==> config.mk <==
export PLATFORM = sky130hd
export DESIGN_NAME = gls_ctrl
export DESIGN_NICKNAME = d
export VERILOG_FILES = /design/src/design/gls_pkg.sv /design/src/design/gls_ctrl.sv
export SDC_FILE = /design/constraint.sdc
export NUM_CORES = 1
export LEC_CHECK = 0
export ABC_AREA = 1
export BUFFER_PORTS_ARGS = -buffer_cell sky130_fd_sc_hd__buf_2
export CAP_MARGIN = 20
export CORE_AREA = 2 2 39 41
export CTS_CLUSTER_DIAMETER = 80
export DETAILED_ROUTE_END_ITERATION = 16
export DIE_AREA = 0 0 41 43
export GPL_TIMING_DRIVEN = 0
export PLACE_DENSITY = 0.56
export RECOVER_POWER = 100
export SETUP_SLACK_MARGIN = 0.15
export SLEW_MARGIN = 5
export SYNTH_ARGS = -nofsm -noshare
export SYNTH_HDL_FRONTEND = slang
export SYNTH_SLANG_ARGS = --single-unit
==> constraint.sdc <==
create_clock -name clk -period 2.7 [get_ports clk]
set_input_delay 0.54 -clock clk [delete_from_list [all_inputs] [get_ports clk]]
set_output_delay 0.54 -clock clk [all_outputs]
set_load 0.005 [all_outputs]
==> src/design/gls_pkg.sv <==
// gls_pkg: shared types and constants of the galvo line stepper
// no dependencies
package gls_pkg;

	localparam int RING_DEPTH_DEF = 16;
	localparam int COORD_BITS_DEF = 24;
	localparam logic [15:0] CENTER = 16'h8000;
	localparam logic [15:0] WORD_MAX = 16'hffff;
	localparam logic [4:0] DELAY_RESET = 5'd14;

	localparam logic REG_BLANK_PATTERN = 1'b0;
	localparam logic REG_DELAY_LENGTH = 1'b1;

	localparam logic CMD_LOAD = 1'b0;
	localparam logic CMD_TICK = 1'b1;

	typedef enum logic [1:0] {
		PH_IDLE  = 2'd0,
		PH_STEP  = 2'd1,
		PH_END   = 2'd2,
		PH_DWELL = 2'd3
	} phase_t;

	typedef enum logic [2:0] {
		CS_IDLE,
		CS_SQRT,
		CS_DIVX,
		CS_DIVY,
		CS_FINISH
	} ctrl_state_t;

	// controller to datapath
	typedef struct packed {
		logic load;      // capture load fields, start distance
		logic sqrt_step; // one square root iteration
		logic div_start; // set up divider for x (0) or y (1)
		logic div_sel;
		logic div_step;
		logic finish;    // commit segment
		logic tick;      // produce one sample
	} gls_cmd_t;

	// datapath to controller
	typedef struct packed {
		logic sqrt_done;
		logic len_zero;
		logic div_done;
		logic busy;
	} gls_sts_t;

endpackage

==> src/design/gls_ctrl.sv <==
// gls_ctrl: sequencing state machine for loads and ticks
// depends on gls_pkg
module gls_ctrl (
	input  logic                clk,
	input  logic                arst_n,
	input  logic                in_valid,
	output logic                in_ready,
	input  logic                in_command,
	input  logic                out_free,
	input  gls_pkg::gls_sts_t   sts,
	output gls_pkg::gls_cmd_t   cmd
);

	gls_pkg::ctrl_state_t state_q, state_d;
	logic acc;

	assign acc = in_valid && in_ready;

	always_comb begin
		in_ready = (state_q == gls_pkg::CS_IDLE) && out_free;
	end

	always_comb begin
		state_d = state_q;
		case (state_q)
			gls_pkg::CS_IDLE: begin
				if (acc && in_command == gls_pkg::CMD_LOAD && !sts.busy)
					state_d = gls_pkg::CS_SQRT;
			end
			gls_pkg::CS_SQRT: begin
				if (sts.sqrt_done)
					state_d = sts.len_zero ? gls_pkg::CS_IDLE : gls_pkg::CS_DIVX;
			end
			gls_pkg::CS_DIVX: begin
				if (sts.div_done) state_d = gls_pkg::CS_DIVY;
			end
			gls_pkg::CS_DIVY: begin
				if (sts.div_done) state_d = gls_pkg::CS_FINISH;
			end
			gls_pkg::CS_FINISH: state_d = gls_pkg::CS_IDLE;
			default: state_d = gls_pkg::CS_IDLE;
		endcase
	end

	always_comb begin
		cmd = '0;
		case (state_q)
			gls_pkg::CS_IDLE: begin
				cmd.load = acc && in_command == gls_pkg::CMD_LOAD && !sts.busy;
				cmd.tick = acc && in_command == gls_pkg::CMD_TICK;
			end
			gls_pkg::CS_SQRT: begin
				cmd.sqrt_step = !sts.sqrt_done;
				cmd.div_start = sts.sqrt_done && !sts.len_zero;
				cmd.div_sel = 1'b0;
			end
			gls_pkg::CS_DIVX: begin
				cmd.div_step = !sts.div_done;
				cmd.div_start = sts.div_done;
				cmd.div_sel = 1'b1;
			end
			gls_pkg::CS_DIVY: begin
				cmd.div_step = !sts.div_done;
				cmd.div_sel = 1'b1;
			end
			gls_pkg::CS_FINISH: cmd.finish = 1'b1;
			default: cmd = '0;
		endcase
	end

	always_ff @(posedge clk or negedge arst_n) begin
		if (!arst_n) state_q <= gls_pkg::CS_IDLE;
		else state_q <= state_d;
	end

endmodule

==> flow_metrics.env <==
export IMPL_top_register="state_q"
export IMPL_power_density_mw_per_mm2=867
export IMPL_fin_nets=73
export IMPL_cts_root_buffer="clkbuf_4"
export IMPL_top_regs="state_q: 3 flops"
export IMPL_diodes=0
export IMPL_die_h_um=43
export IMPL_drive_above_1_share_pct=30.2
export IMPL_rsz0062_at_grt="false"
export IMPL_finalSetupViolations=0
export IMPL_critPathLaunchType="flop"
export IMPL_cts_buffers_inserted=3
export IMPL_clkPwrFrac_pct=25.1
export IMPL_hpwl_um=515
export IMPL_maxSlewHeadroom_pct=82.9
export IMPL_p_sw_share_pct=42.6
export IMPL_status="finished clean"
export IMPL_syn_area_um2=272
export IMPL_num_rows=14
export IMPL_clk_latency_ns=0.24
export IMPL_grt_ovfl_total=0
export IMPL_first_iter_violations=5
export IMPL_synth_cell_type_count=14
export IMPL_drt_first_pass_iters=4
export IMPL_fin_worst_skew_ns=0.00720
export IMPL_setup_ws_ns=0.822
export IMPL_grt_max_degree=5
export IMPL_grtUsageTotal_pct=8.75
export IMPL_portBuffers=16
export IMPL_intPower_w=0.000184
export IMPL_core_mm2=0.00138
export IMPL_multi_input_area_um2=116
export IMPL_antenna_found_initial=0
export IMPL_routed_via_density=3.82
export IMPL_initial_utilization_pct=19.6
export IMPL_clk_pin_slew_worst_paths_ns=0.04
export IMPL_ctsResizeCount=0
export IMPL_tightestPinTransition_ns=0.255
export IMPL_nFillCells=162
export IMPL_ff_latch_area_um2=75.1
export IMPL_largest_reg_flops=3
export IMPL_leakagePower_nw=0.255
export IMPL_critPathKind="reg -> out"
export IMPL_power_total_w=0.000320
export IMPL_syn_num_nets=52
export IMPL_ant_nets=0
export IMPL_h_tree_depth=1
export IMPL_combPwrFrac_pct=50.8
export IMPL_cp_end_kind="output port"
export IMPL_grt_pass1_vias=292
export IMPL_vias=302
export IMPL_final_util_pct=26.7
export IMPL_cts_post_setup_buffers_inserted=0
export IMPL_syn2layout_area_growth_pct=35.9
export IMPL_drc=0
export IMPL_grt_first_pass_wirelength_um=979
export IMPL_p_switching_w=0.000136
export IMPL_drv_slew=0
export IMPL_finalHoldViolations=0
export IMPL_ios=17
export IMPL_period_share_pct=69.6
export IMPL_setup_tns_ns=0
export IMPL_wl_per_cell_um=7.72
export IMPL_avgSynthCellArea_um2=6.31
export IMPL_synth_seq_cells=3
export IMPL_routed_wl_um=610
export IMPL_drv_cap=0
export IMPL_cts_sinks=3
export IMPL_cts_max_path_buffers=2
export IMPL_final_min_clock_period_ns=1.88
export IMPL_ys_seq_area_share_pct=27.6
export IMPL_cts_hold_buffers=0
export IMPL_die_area_mm2=0.00176
export IMPL_synth_warnings=0
export IMPL_path_max_fanout=4
export IMPL_dp_slack_ns=1.09
export IMPL_crit_arrival_ns=1.34
export IMPL_fmax_mhz=532
export IMPL_layout_common_cells="inv_1, buf_2, nand2_1"
export IMPL_p_seq_share_pct=24.1
export IMPL_hold_class="in -> async"
export IMPL_crit_required_ns=2.16
export IMPL_die_w_um=41
export IMPL_place_gp_congestion=0.742
export IMPL_synth_cells=43
export IMPL_ir_drop_v=0.000198
export IMPL_cts_tree="done"
==> area by class of cell <==
class                      count  share of cell area, %
multi-input combinational     26                   31.5
timing repair buffer          16                   21.4
sequential                     3                   20.3
inverter                      14                   14.2
tap                           16                   5.42
clock buffer                   4                   7.12
==> through the flow <==
stage	hold slack, ns	instances	area [um^2]
final	0.0960	79	369
after global routing	0.112	79	369
after CTS	0.0820	79	398
after detailed placement	0.338	75	372
after global placement	0.336	75	372
after floorplan	0.244	43	272
==> power by group through the flow <==
stage / logic, W / registers (W) / clock network [W]
2_1_floorplan: 0.000131 / 0.0000796 / 0
3_3_place_gp: 0.000183 / 0.0000828 / 0
3_5_place_dp: 0.000185 / 0.0000826 / 0
4_1_cts: 0.000187 / 0.0000822 / 0.0000836
5_1_grt: 0.000188 / 0.0000792 / 0.0000846
6_report: 0.000163 / 0.0000770 / 0.0000804
==> per-layer routing <==
| layer | GRT usage (%) | vias to the layer above | wire length (um) |
|---|---|---|---|
| met3 | 1.57 | 0 | 39 |
| li1 | - | 165 | - |
| met1 | 7.77 | 127 | 235 |
| met2 | 14.1 | 10 | 335 |
| met4 | 10.0 | 0 | 0 |
| met5 | 0 | - | 0 |
==> logic make-up (layout without fill, tap and decap cells) <==
kind of cell,after synthesis,in the layout,share of synthesized area [%]
simple gates,22,22,38.2
compound gates,4,4,14.7
buf+inv,14,34,19.4
flops,3,3,27.6
==> final timing paths <==
check,from,to,slack [ns],cells after the start
max reg2reg,state_q[0],state_q[0],1.54,7
max,state_q[2],cmd[6],0.82,6
min in group clk,state_q[0],state_q[2],0.58,2
max in group asynchronous,arst_n,state_q[1],2.45,1
min reg2reg,state_q[0],state_q[2],0.58,2
min,arst_n,state_q[0],0.1,1
==> critical path, stage by stage, from the launching register on <==
cell and delay, ns:
dfrtp_1 0.39, nor2_1 0.19, nand2_1 0.13, nor2_1 0.13
nand2_1 0.08, nor2_1 0.09, clkbuf_2 0.11
==> synth_stat cells <==
library cell | instances | share of area [%]
nand2_2 | 2 | 4.6
nand2_1 | 10 | 14
o22ai_2 | 1 | 4.6
inv_1 | 13 | 18
nor3_1 | 1 | 1.8
nor2_2 | 3 | 6.9
nor3_2 | 1 | 3.7
nor2_1 | 4 | 5.5
o31ai_1 | 1 | 2.8
nand3_1 | 1 | 1.8
o21bai_1 | 1 | 2.8
dfrtp_1 | 3 | 28
inv_2 | 1 | 1.4
a31oi_2 | 1 | 4.6
Note: power is estimated with default switching activity, not from simulation.
