[src/design/gls_if.sv]


interface gls_out_if;
	logic        valid;
	logic        ready;
	logic [15:0] galvo_x;
	logic [15:0] galvo_y;
	logic [9:0]  laser_word;
	logic        segment_done;
	modport source (output valid, galvo_x, galvo_y, laser_word, segment_done, input ready);
	modport sink (input valid, galvo_x, galvo_y, laser_word, segment_done, output ready);
endinterface


[src/design/gls_outbuf.sv]
// gls_outbuf: result register holding one sample until the sink takes it
// depends on gls_if
module gls_outbuf (
	input  logic        clk,
	input  logic        arst_n,
	input  logic        load,
	input  logic [15:0] x,
	input  logic [15:0] y,
	input  logic [9:0]  laser,
	input  logic        done,
	output logic        free,
	gls_out_if.source   o
);

	logic full_q;
	logic [15:0] x_q, y_q;
	logic [9:0] l_q;
	logic d_q;

	assign free = !full_q;
	assign o.valid = full_q;
	assign o.galvo_x = x_q;
	assign o.galvo_y = y_q;
	assign o.laser_word = l_q;
	assign o.segment_done = d_q;

	always_ff @(posedge clk) begin
		if (load) begin
			x_q <= x; y_q <= y; l_q <= laser; d_q <= done;
		end
	end

	always_ff @(posedge clk or negedge arst_n) begin
		if (!arst_n) full_q <= 1'b0;
		else if (load) full_q <= 1'b1;
		else if (o.ready) full_q <= 1'b0;
	end

endmodule

[src/flat_wrapper.sv]
// flat-port wrapper written by rule: the top's interface ports become plain ports
module gls_outbuf_flat 
  (clk, arst_n, load, x, y, laser, done, free, o_valid, o_galvo_x, o_galvo_y, o_laser_word, o_segment_done, o_ready);
  gls_out_if o_i ();
  input  logic clk;
  input  logic arst_n;
  input  logic load;
  input  logic [15:0] x;
  input  logic [15:0] y;
  input  logic [9:0] laser;
  input  logic done;
  output logic free;
  output wire logic [$bits(o_i.valid)-1:0] o_valid;
  output wire logic [$bits(o_i.galvo_x)-1:0] o_galvo_x;
  output wire logic [$bits(o_i.galvo_y)-1:0] o_galvo_y;
  output wire logic [$bits(o_i.laser_word)-1:0] o_laser_word;
  output wire logic [$bits(o_i.segment_done)-1:0] o_segment_done;
  input wire logic [$bits(o_i.ready)-1:0] o_ready;
  assign o_valid = o_i.valid;
  assign o_galvo_x = o_i.galvo_x;
  assign o_galvo_y = o_i.galvo_y;
  assign o_laser_word = o_i.laser_word;
  assign o_segment_done = o_i.segment_done;
  assign o_i.ready = o_ready;
  gls_outbuf u_core (.clk(clk), .arst_n(arst_n), .load(load), .x(x), .y(y), .laser(laser), .done(done), .free(free), .o(o_i));
endmodule
[config.mk]
export PLATFORM = sky130hd
export DESIGN_NAME = gls_outbuf_flat
export DESIGN_NICKNAME = d
export VERILOG_FILES = /design/src/design/gls_if.sv /design/src/design/gls_outbuf.sv /design/src/flat_wrapper.sv
export SDC_FILE = /design/constraint.sdc
export NUM_CORES = 1
export LEC_CHECK = 0
export BUFFER_PORTS_ARGS = -buffer_cell sky130_fd_sc_hd__buf_2
export CORE_MARGIN = 1
export CORE_UTILIZATION = 36
export CTS_CLUSTER_DIAMETER = 120
export CTS_CLUSTER_SIZE = 16
export DETAILED_ROUTE_END_ITERATION = 8
export PLACE_DENSITY = 0.84
export SYNTH_ARGS = -nofsm -noshare
export SYNTH_HDL_FRONTEND = slang
export SYNTH_SLANG_ARGS = --single-unit
[constraint.sdc]
create_clock -name clk -period 0.8 [get_ports clk]
set_input_delay 0.08 -clock clk [delete_from_list [all_inputs] [get_ports clk]]
set_output_delay 0.08 -clock clk [all_outputs]
set_load 0.03 [all_outputs]
==> qor.txt, run 1 <==
SETUP PATH
----------------------------------------------------------------------------------------------------
Peak fanout along the critical path ...................................................            2
CP Launch Type ........................................................................     register
Required time of the critical path ....................................................      0.72 ns
Reg-to-reg setup timing slack .........................................................      0.01 ns
Ordered list of cells on the worst path ............................................... inv_4, buf_6
Critical Path Slowest Stage Cell ......................................................      dfrtp_2
Crit Path Category .................................................................... register to primary output
Data arrival time of the worst path ...................................................      0.90 ns
Buffers plus inverters on the worst setup path ........................................            2
Slowest Stage Delay on Critical Path ..................................................      0.43 ns
Family of cells with the greatest summed delay on the critical path ...................   flip-flops
Crit end category ..................................................................... primary output

FINISH
----------------------------------------------------------------------------------------------------
Commonest cells after routing, fill and taps aside .................................... buf_2, dlygate4sd3_1, buf_6
Number of antenna diodes ..............................................................            0
Commonest non-fill, non-tap cell in the layout ........................................        buf_2
Area growth syn-to-layout .............................................................         106%
Number of nets at the end of the flow .................................................          240
Fraction of final layout cells sized beyond drive strength 1 ..........................        0.541
Share of the core filled with cells ...................................................        0.798
Cell Count, Final, Fillers Out ........................................................          240

DRT
----------------------------------------------------------------------------------------------------
Total wire length .....................................................................      3290 um
Pre-antenna DRT Iters .................................................................            4
Violation count after the first detailed-routing iteration ............................           20
Number of vias in the routed layout ...................................................          994
# DRC .................................................................................            0
Vias per Instance .....................................................................         4.14
Number of antenna-violating nets in the routed design .................................            0
DR WL/cell ............................................................................      13.7 um

TIMING
----------------------------------------------------------------------------------------------------
RSZ-0062 raised after global routing ..................................................          yes
Final-report hold violation count .....................................................            0
Achievable Freq .......................................................................     1.02 GHz
Post-layout minimum cycle time ........................................................     0.979 ns
Final Slew Violations .................................................................            0
Final WS setup ........................................................................    -0.179 ns
Worst slew margin relative to its limit ...............................................        0.913
Worst clock skew ......................................................................         0 ns
Accumulated negative setup slack ......................................................     -4.76 ns
Transition time at the pin with the least slew margin .................................     0.131 ns
Final Cycle Share .....................................................................         1.22
Setup violations, final ...............................................................           45

SYNTH
----------------------------------------------------------------------------------------------------
Count of state elements after synthesis ...............................................           44
Distinct cell type count of the synthesized netlist ...................................            4
Proportion of synthesized chip area in sequential cells ...............................        0.989
Syn Inst Count ........................................................................           46
Syn nets ..............................................................................           93
Avg Synthesized Cell Area .............................................................   28.9 sq um
Count of synthesis-stage warnings from yosys ..........................................            0
Netlist Area Pre-Place ................................................................ 0.00133 sq mm

POWER AND IR DROP
----------------------------------------------------------------------------------------------------
P_leak ................................................................................      1.16 nW
Gate power share ......................................................................        0.202
Internal Pwr Total ....................................................................      4.23 mW
Sequential share of power .............................................................        0.507
Switching Fraction ....................................................................        0.238
Power consumption .....................................................................      5.56 mW
Cell area power density ............................................................... 2020 mW/mm^2
Worst supply voltage drop on vdd ......................................................      1.36 mV
Clock Power Share .....................................................................        0.291
Sw Pwr ................................................................................      1.32 mW

PLACEMENT
----------------------------------------------------------------------------------------------------
Estimated wirelength of the detail-placed design ......................................      2030 um
Count of input and output buffers .....................................................           91
Final GP Congestion ...................................................................        0.696
Cell count after placement ............................................................          186

CLOCKING
----------------------------------------------------------------------------------------------------
Clk root buf ..........................................................................     clkbuf_8
TritonCTS clock tree ..................................................................        built
Depth of the CTS H-tree ...............................................................            2
Clk_lat worst skew ....................................................................      0.28 ns
CTS Buf Count .........................................................................            5
Count of clock tree sinks .............................................................           44
Clock-pin slew reported for the worst setup and hold paths after clock tree synthesis .      0.08 ns
Maximum buffer depth of the clock tree ................................................            2

FLOORPLAN
----------------------------------------------------------------------------------------------------
Area of the die ....................................................................... 0.00395 sq mm
Top-Level Pins ........................................................................           92
Width of the die ......................................................................      62.8 um
Vertical extent of the die ............................................................      62.8 um
Num rows ..............................................................................           21
Initial core utilization ..............................................................        0.387
Area of the core ...................................................................... 0.00344 sq mm

STATUS
----------------------------------------------------------------------------------------------------
Failing checks ........................................................................ setup timing
Outcome ............................................................................... finished with violations

GLOBAL ROUTE
----------------------------------------------------------------------------------------------------
First-pass GRT wire length ............................................................      5050 um
Initial antenna violation count .......................................................            0
Vias in the first global route ........................................................         1074
Overall track demand over capacity in global routing ..................................        0.181
Total global routing overflow .........................................................            0
Largest net degree at the start of global routing .....................................           22

WORST HOLD PATH
----------------------------------------------------------------------------------------------------
Hold WC Path Type ..................................................................... input pin to async pin

FLOW RUN
----------------------------------------------------------------------------------------------------
MaxCap Viol Count .....................................................................            0

==> layout make-up <==
| class | count | area (sq um) |
|---|---|---|
| flip-flops and latches | 44 | 1320 |
| inverters | 1 | 6.26 |
| multi-input cells | 1 | 18.8 |
| clock buffers | 6 | 72.6 |
| well taps | 46 | 57.6 |
| clock inverters | 2 | 35.0 |
| fillers | 184 | 696 |
| repair buffers | 140 | 1240 |
==> per-layer routing <==
layer | GRT usage | wire (um) | vias to the layer above
li1 | - | - | 476
met1 | 0.175 | 1180 | 454
met2 | 0.351 | 1900 | 58
met3 | 0.0566 | 155 | 6
met4 | 0.0698 | 44 | 0
met5 | 0 | 0 | -
==> power by group through the flow <==
stage | logic (mW) | registers, mW | clock network [mW]
2_1_floorplan | 0.0144 | 3.21 | 0
6_report | 1.12 | 2.82 | 1.62
4_1_cts | 1.11 | 2.82 | 1.67
5_1_grt | 1.17 | 2.84 | 1.75
3_3_place_gp | 0.724 | 2.82 | 0
3_5_place_dp | 0.738 | 2.82 | 0
==> through the flow <==
stage          hold WS (ns)  area, sq um  worst slack, ns
5_1_grt              0.0967         2750           -0.216
2_1_floorplan        -0.216         1340          0.00700
3_3_place_gp         -0.144         1900           0.0853
6_report              0.108         2750           -0.179
4_1_cts              0.0742         2740           -0.182
3_5_place_dp         -0.144         1900           0.0747
==> final timing paths <==
| check | start | endpoint | cells past startpoint |
|---|---|---|---|
| setup reg to reg | u_core.o.valid$_DFFE_PN0P_ | u_core.o.valid$_DFFE_PN0P_ | 3 |
| hold / removal | arst_n | u_core.o.valid$_DFFE_PN0P_ | 2 |
| max in group asynchronous | arst_n | u_core.o.valid$_DFFE_PN0P_ | 2 |
| setup / recovery | u_core.o.valid$_DFFE_PN0P_ | free | 2 |
| hold reg to reg | u_core.o.valid$_DFFE_PN0P_ | u_core.o.valid$_DFFE_PN0P_ | 3 |
| min in group clk | load | u_core.o.galvo_x[2]$_DFFE_PP_ | 2 |
==> cells by family after synthesis <==
kind of cell	after synthesis	share of synthesized area
flip-flops	44	0.989
AO/OA/AOI/OAI	1	0.00846
buffers and inverters	1	0.00282
==> timing repair <==
| item | CTS | global route |
|---|---|---|
| buffers inserted | 1 | 0 |
| hold endpoints to repair | 45 | 0 |
| setup endpoints to repair | 45 | 46 |
| hold buffers | 45 | 0 |
| resized for setup | 89 | 1 |
==> worst register-to-register path, cell delays in order (launching register included) <==
cell and delay [ns]:
dfrtp_2 0.43, inv_4 0.06, buf_4 0.11, o21bai_4 0.07
==> cell usage after synthesis <==
cell type  instances  share of area
o21bai_2           1         0.0085
edfxtp_1          43           0.97
inv_2              1         0.0028
dfrtp_1            1          0.019
==> flip-flops by register name, summed over array words and instances (netlist names) <==
signal,flops
u_core.o.laser_word,10
u_core.o.galvo_y,16
u_core.o.galvo_x,16
u_core.o.segment_done,1
u_core.o.valid,1
Note: power is estimated with default switching activity, not from simulation.
==> run 2, diff against run 1 <==
--- a/config.mk
+++ b/config.mk
@@ -7,11 +7,12 @@
 export LEC_CHECK = 0
 export BUFFER_PORTS_ARGS = -buffer_cell sky130_fd_sc_hd__buf_2
 export CORE_MARGIN = 1
-export CORE_UTILIZATION = 36
+export CORE_UTILIZATION = 38
+export CTS_BUF_LIST = sky130_fd_sc_hd__clkbuf_4
 export CTS_CLUSTER_DIAMETER = 120
 export CTS_CLUSTER_SIZE = 16
 export DETAILED_ROUTE_END_ITERATION = 8
-export PLACE_DENSITY = 0.84
+export PLACE_DENSITY = 0.88
 export SYNTH_ARGS = -nofsm -noshare
 export SYNTH_HDL_FRONTEND = slang
 export SYNTH_SLANG_ARGS = --single-unit
==> run 2 against run 1 <==
  * The flow still finishes with violations (setup timing)
  * Final cell count unchanged
  * Wire length increased by 2.9%
  * Clock power is 16% lower
  * First-iteration DRC count grew 50%
  * Sequential power barely moved
  * Register-to-register slack better by 0.02 ns
  * Combinational power about the same
  * Largest cell class unchanged
==> qor.txt, run 2 (synthesized netlist as in run 1, its figures left out) <==
FLOW RUN
----------------------------------------------------------------------------------------------------
MaxCap Viol Count .....................................................................            0   unchanged

FINISH
----------------------------------------------------------------------------------------------------
Area of the multi-input gates .........................................................   11.3 sq um   -40%
Share of the core filled with cells ...................................................        0.813   +0.0154
Commonest cells after routing, fill and taps aside .................................... dlygate4sd3_1, buf_2, buf_6
Area of all sequential standard cells ................................................. 0.00132 sq mm   unchanged
Area growth syn-to-layout .............................................................         104%
Number of antenna diodes ..............................................................            0   unchanged
Fill cell instance count of the final layout ..........................................          196   +6.5%
Fraction of final layout cells sized beyond drive strength 1 ..........................        0.541   unchanged
Number of nets at the end of the flow .................................................          240   unchanged

SETUP PATH
----------------------------------------------------------------------------------------------------
Crit Path Category .................................................................... register to primary output
Data arrival time of the worst path ...................................................      0.99 ns   +0.09 ns
Crit end category ..................................................................... primary output
Peak fanout along the critical path ...................................................            2   unchanged
CP Launch Type ........................................................................     register
Required time of the critical path ....................................................      0.72 ns   about the same

CLOCKING
----------------------------------------------------------------------------------------------------
Clock-pin slew reported for the worst setup and hold paths after clock tree synthesis .      0.13 ns   +0.05 ns
Clk_lat worst skew ....................................................................      0.35 ns   +0.07 ns
Clk root buf ..........................................................................     clkbuf_4
CTS Buf Count .........................................................................            5   unchanged
Maximum buffer depth of the clock tree ................................................            2   unchanged
Count of clock tree sinks .............................................................           44   unchanged
TritonCTS clock tree ..................................................................        built
Depth of the CTS H-tree ...............................................................            2   unchanged

TIMING
----------------------------------------------------------------------------------------------------
Achievable Freq .......................................................................    0.936 GHz   -8.4%
Setup violations, final ...............................................................           45   unchanged
Post-layout minimum cycle time ........................................................      1.07 ns   +0.0895 ns
Final Cycle Share .....................................................................         1.34   +0.112
Transition time at the pin with the least slew margin .................................     0.136 ns   +0.00513 ns
Final WS setup ........................................................................    -0.269 ns   -0.0895 ns
RSZ-0062 raised after global routing ..................................................          yes
Worst slew margin relative to its limit ...............................................        0.909   -0.00342
Worst clock skew ......................................................................         0 ns   unchanged
Final Slew Violations .................................................................            0   unchanged
Final-report hold violation count .....................................................            0   unchanged

POWER AND IR DROP
----------------------------------------------------------------------------------------------------
Clock Power Share .....................................................................        0.256   -0.035
P_leak ................................................................................      1.15 nW   -0.97%
Power consumption .....................................................................      5.30 mW   -4.6%
Worst supply voltage drop on vdd ......................................................      1.50 mV   +10%
Cell area power density ............................................................... 1950 mW/mm^2   -3.5%
Gate power share ......................................................................        0.212   +0.010
Sequential share of power .............................................................        0.532   +0.025
Internal Pwr Total ....................................................................      3.99 mW   -5.7%
Switching Fraction ....................................................................        0.247   +0.00854
Sw Pwr ................................................................................      1.31 mW   -1.2%

PLACEMENT
----------------------------------------------------------------------------------------------------
Final GP Congestion ...................................................................        0.633   -9.1%
Count of input and output buffers .....................................................           91   unchanged
Estimated wirelength of the detail-placed design ......................................      1910 um   -6.0%

GLOBAL ROUTE
----------------------------------------------------------------------------------------------------
Total global routing overflow .........................................................            0   unchanged
Vias in the first global route ........................................................         1100   +2.4%
Overall track demand over capacity in global routing ..................................        0.194   +0.0125
Largest net degree at the start of global routing .....................................           25   +14%
First-pass GRT wire length ............................................................      4860 um   -3.7%
Initial antenna violation count .......................................................            0   unchanged

FLOORPLAN
----------------------------------------------------------------------------------------------------
Area of the die ....................................................................... 0.00374 sq mm   -5.1%
Initial core utilization ..............................................................        0.399   +0.0122
Area of the core ...................................................................... 0.00334 sq mm   -3.1%
Top-Level Pins ........................................................................           92   unchanged
Num rows ..............................................................................           21   unchanged
Width of the die ......................................................................      61.2 um   -2.6%
Vertical extent of the die ............................................................      61.2 um   -2.6%

WORST HOLD PATH
----------------------------------------------------------------------------------------------------
Hold WC Path Type ..................................................................... input pin to register

DRT
----------------------------------------------------------------------------------------------------
DR WL/cell ............................................................................      14.1 um   +2.9%
Total wire length .....................................................................      3380 um   +2.9%
Pre-antenna DRT Iters .................................................................            3   -1
Vias per Instance .....................................................................         4.25   +2.5%
Number of antenna-violating nets in the routed design .................................            0   unchanged
# DRC .................................................................................            0   unchanged
Number of vias in the routed layout ...................................................         1019   +2.5%
Violation count after the first detailed-routing iteration ............................           30   +50%

STATUS
----------------------------------------------------------------------------------------------------
Outcome ............................................................................... finished with violations
Failing checks ........................................................................ setup timing

run 2: layout make-up:
class	count	area share
flip-flops and latches	44	0.485
repair buffers	140	0.457
well taps	46	0.0212
clock buffers	6	0.0166
clock inverters	2	0.0129
multi-input cells	1	0.00415
inverters	1	0.00231
run 2: layer usage:
layer,track usage,share of wire,vias to the layer above
met5,0,0,-
met3,0.0819,0.085,4
met2,0.379,0.59,56
li1,-,-,477
met4,0.0552,0.0074,0
met1,0.180,0.32,482
run 2: critical path, cell delays in order, from the launching register on:
cell	delay, ns
dfrtp_2	0.45
inv_4	0.06
buf_6	0.12
run 2: power by group through the flow:
stage                     Clock (mW)  Combinational (mW)  Sequential [mW]
after floorplan                    0              0.0144             3.21
after global placement             0               0.718             2.82
after detailed placement           0               0.732             2.83
after CTS                       1.41                1.11             2.82
after global routing            1.52                1.18             2.84
final                           1.36                1.12             2.82
run 2: final timing paths:
check | from | depth (start not counted) | slack, ns | endpoint
min reg2reg | u_core.o.valid$_DFFE_PN0P_ | 3 | 0.69 | u_core.o.valid$_DFFE_PN0P_
max | u_core.o.valid$_DFFE_PN0P_ | 2 | -0.27 | free
max in group asynchronous | arst_n | 3 | 0.12 | u_core.o.valid$_DFFE_PN0P_
min | load | 2 | 0.16 | u_core.o.laser_word[1]$_DFFE_PP_
min in group asynchronous | arst_n | 3 | 0.58 | u_core.o.valid$_DFFE_PN0P_
max reg2reg | u_core.o.valid$_DFFE_PN0P_ | 3 | 0.03 | u_core.o.valid$_DFFE_PN0P_
run 2: through the flow:
stage | cell area [sq um] | instances | setup TNS [ns] | setup slack (ns) | hold slack [ns]
final | 2710 | 240 | -8.29 | -0.269 | 0.162
after global routing | 2710 | 240 | -10.90 | -0.323 | 0.142
after CTS | 2700 | 239 | -9.17 | -0.260 | 0.000207
after detailed placement | 1890 | 185 | 0 | 0.0861 | -0.143
after global placement | 1890 | 185 | 0 | 0.0891 | -0.146
after floorplan | 1340 | 46 | 0 | 0.00700 | -0.216
run 2: what timing repair did:
action | 4_1_cts | 5_1_grt
setup buffers | 1 | 0
pin swaps | 0 | 0
resized for setup | 89 | 0
setup endpoints to repair | 45 | 45
cloned | 0 | 0
hold endpoints to repair | 45 | 1
hold buffers | 45 | 1
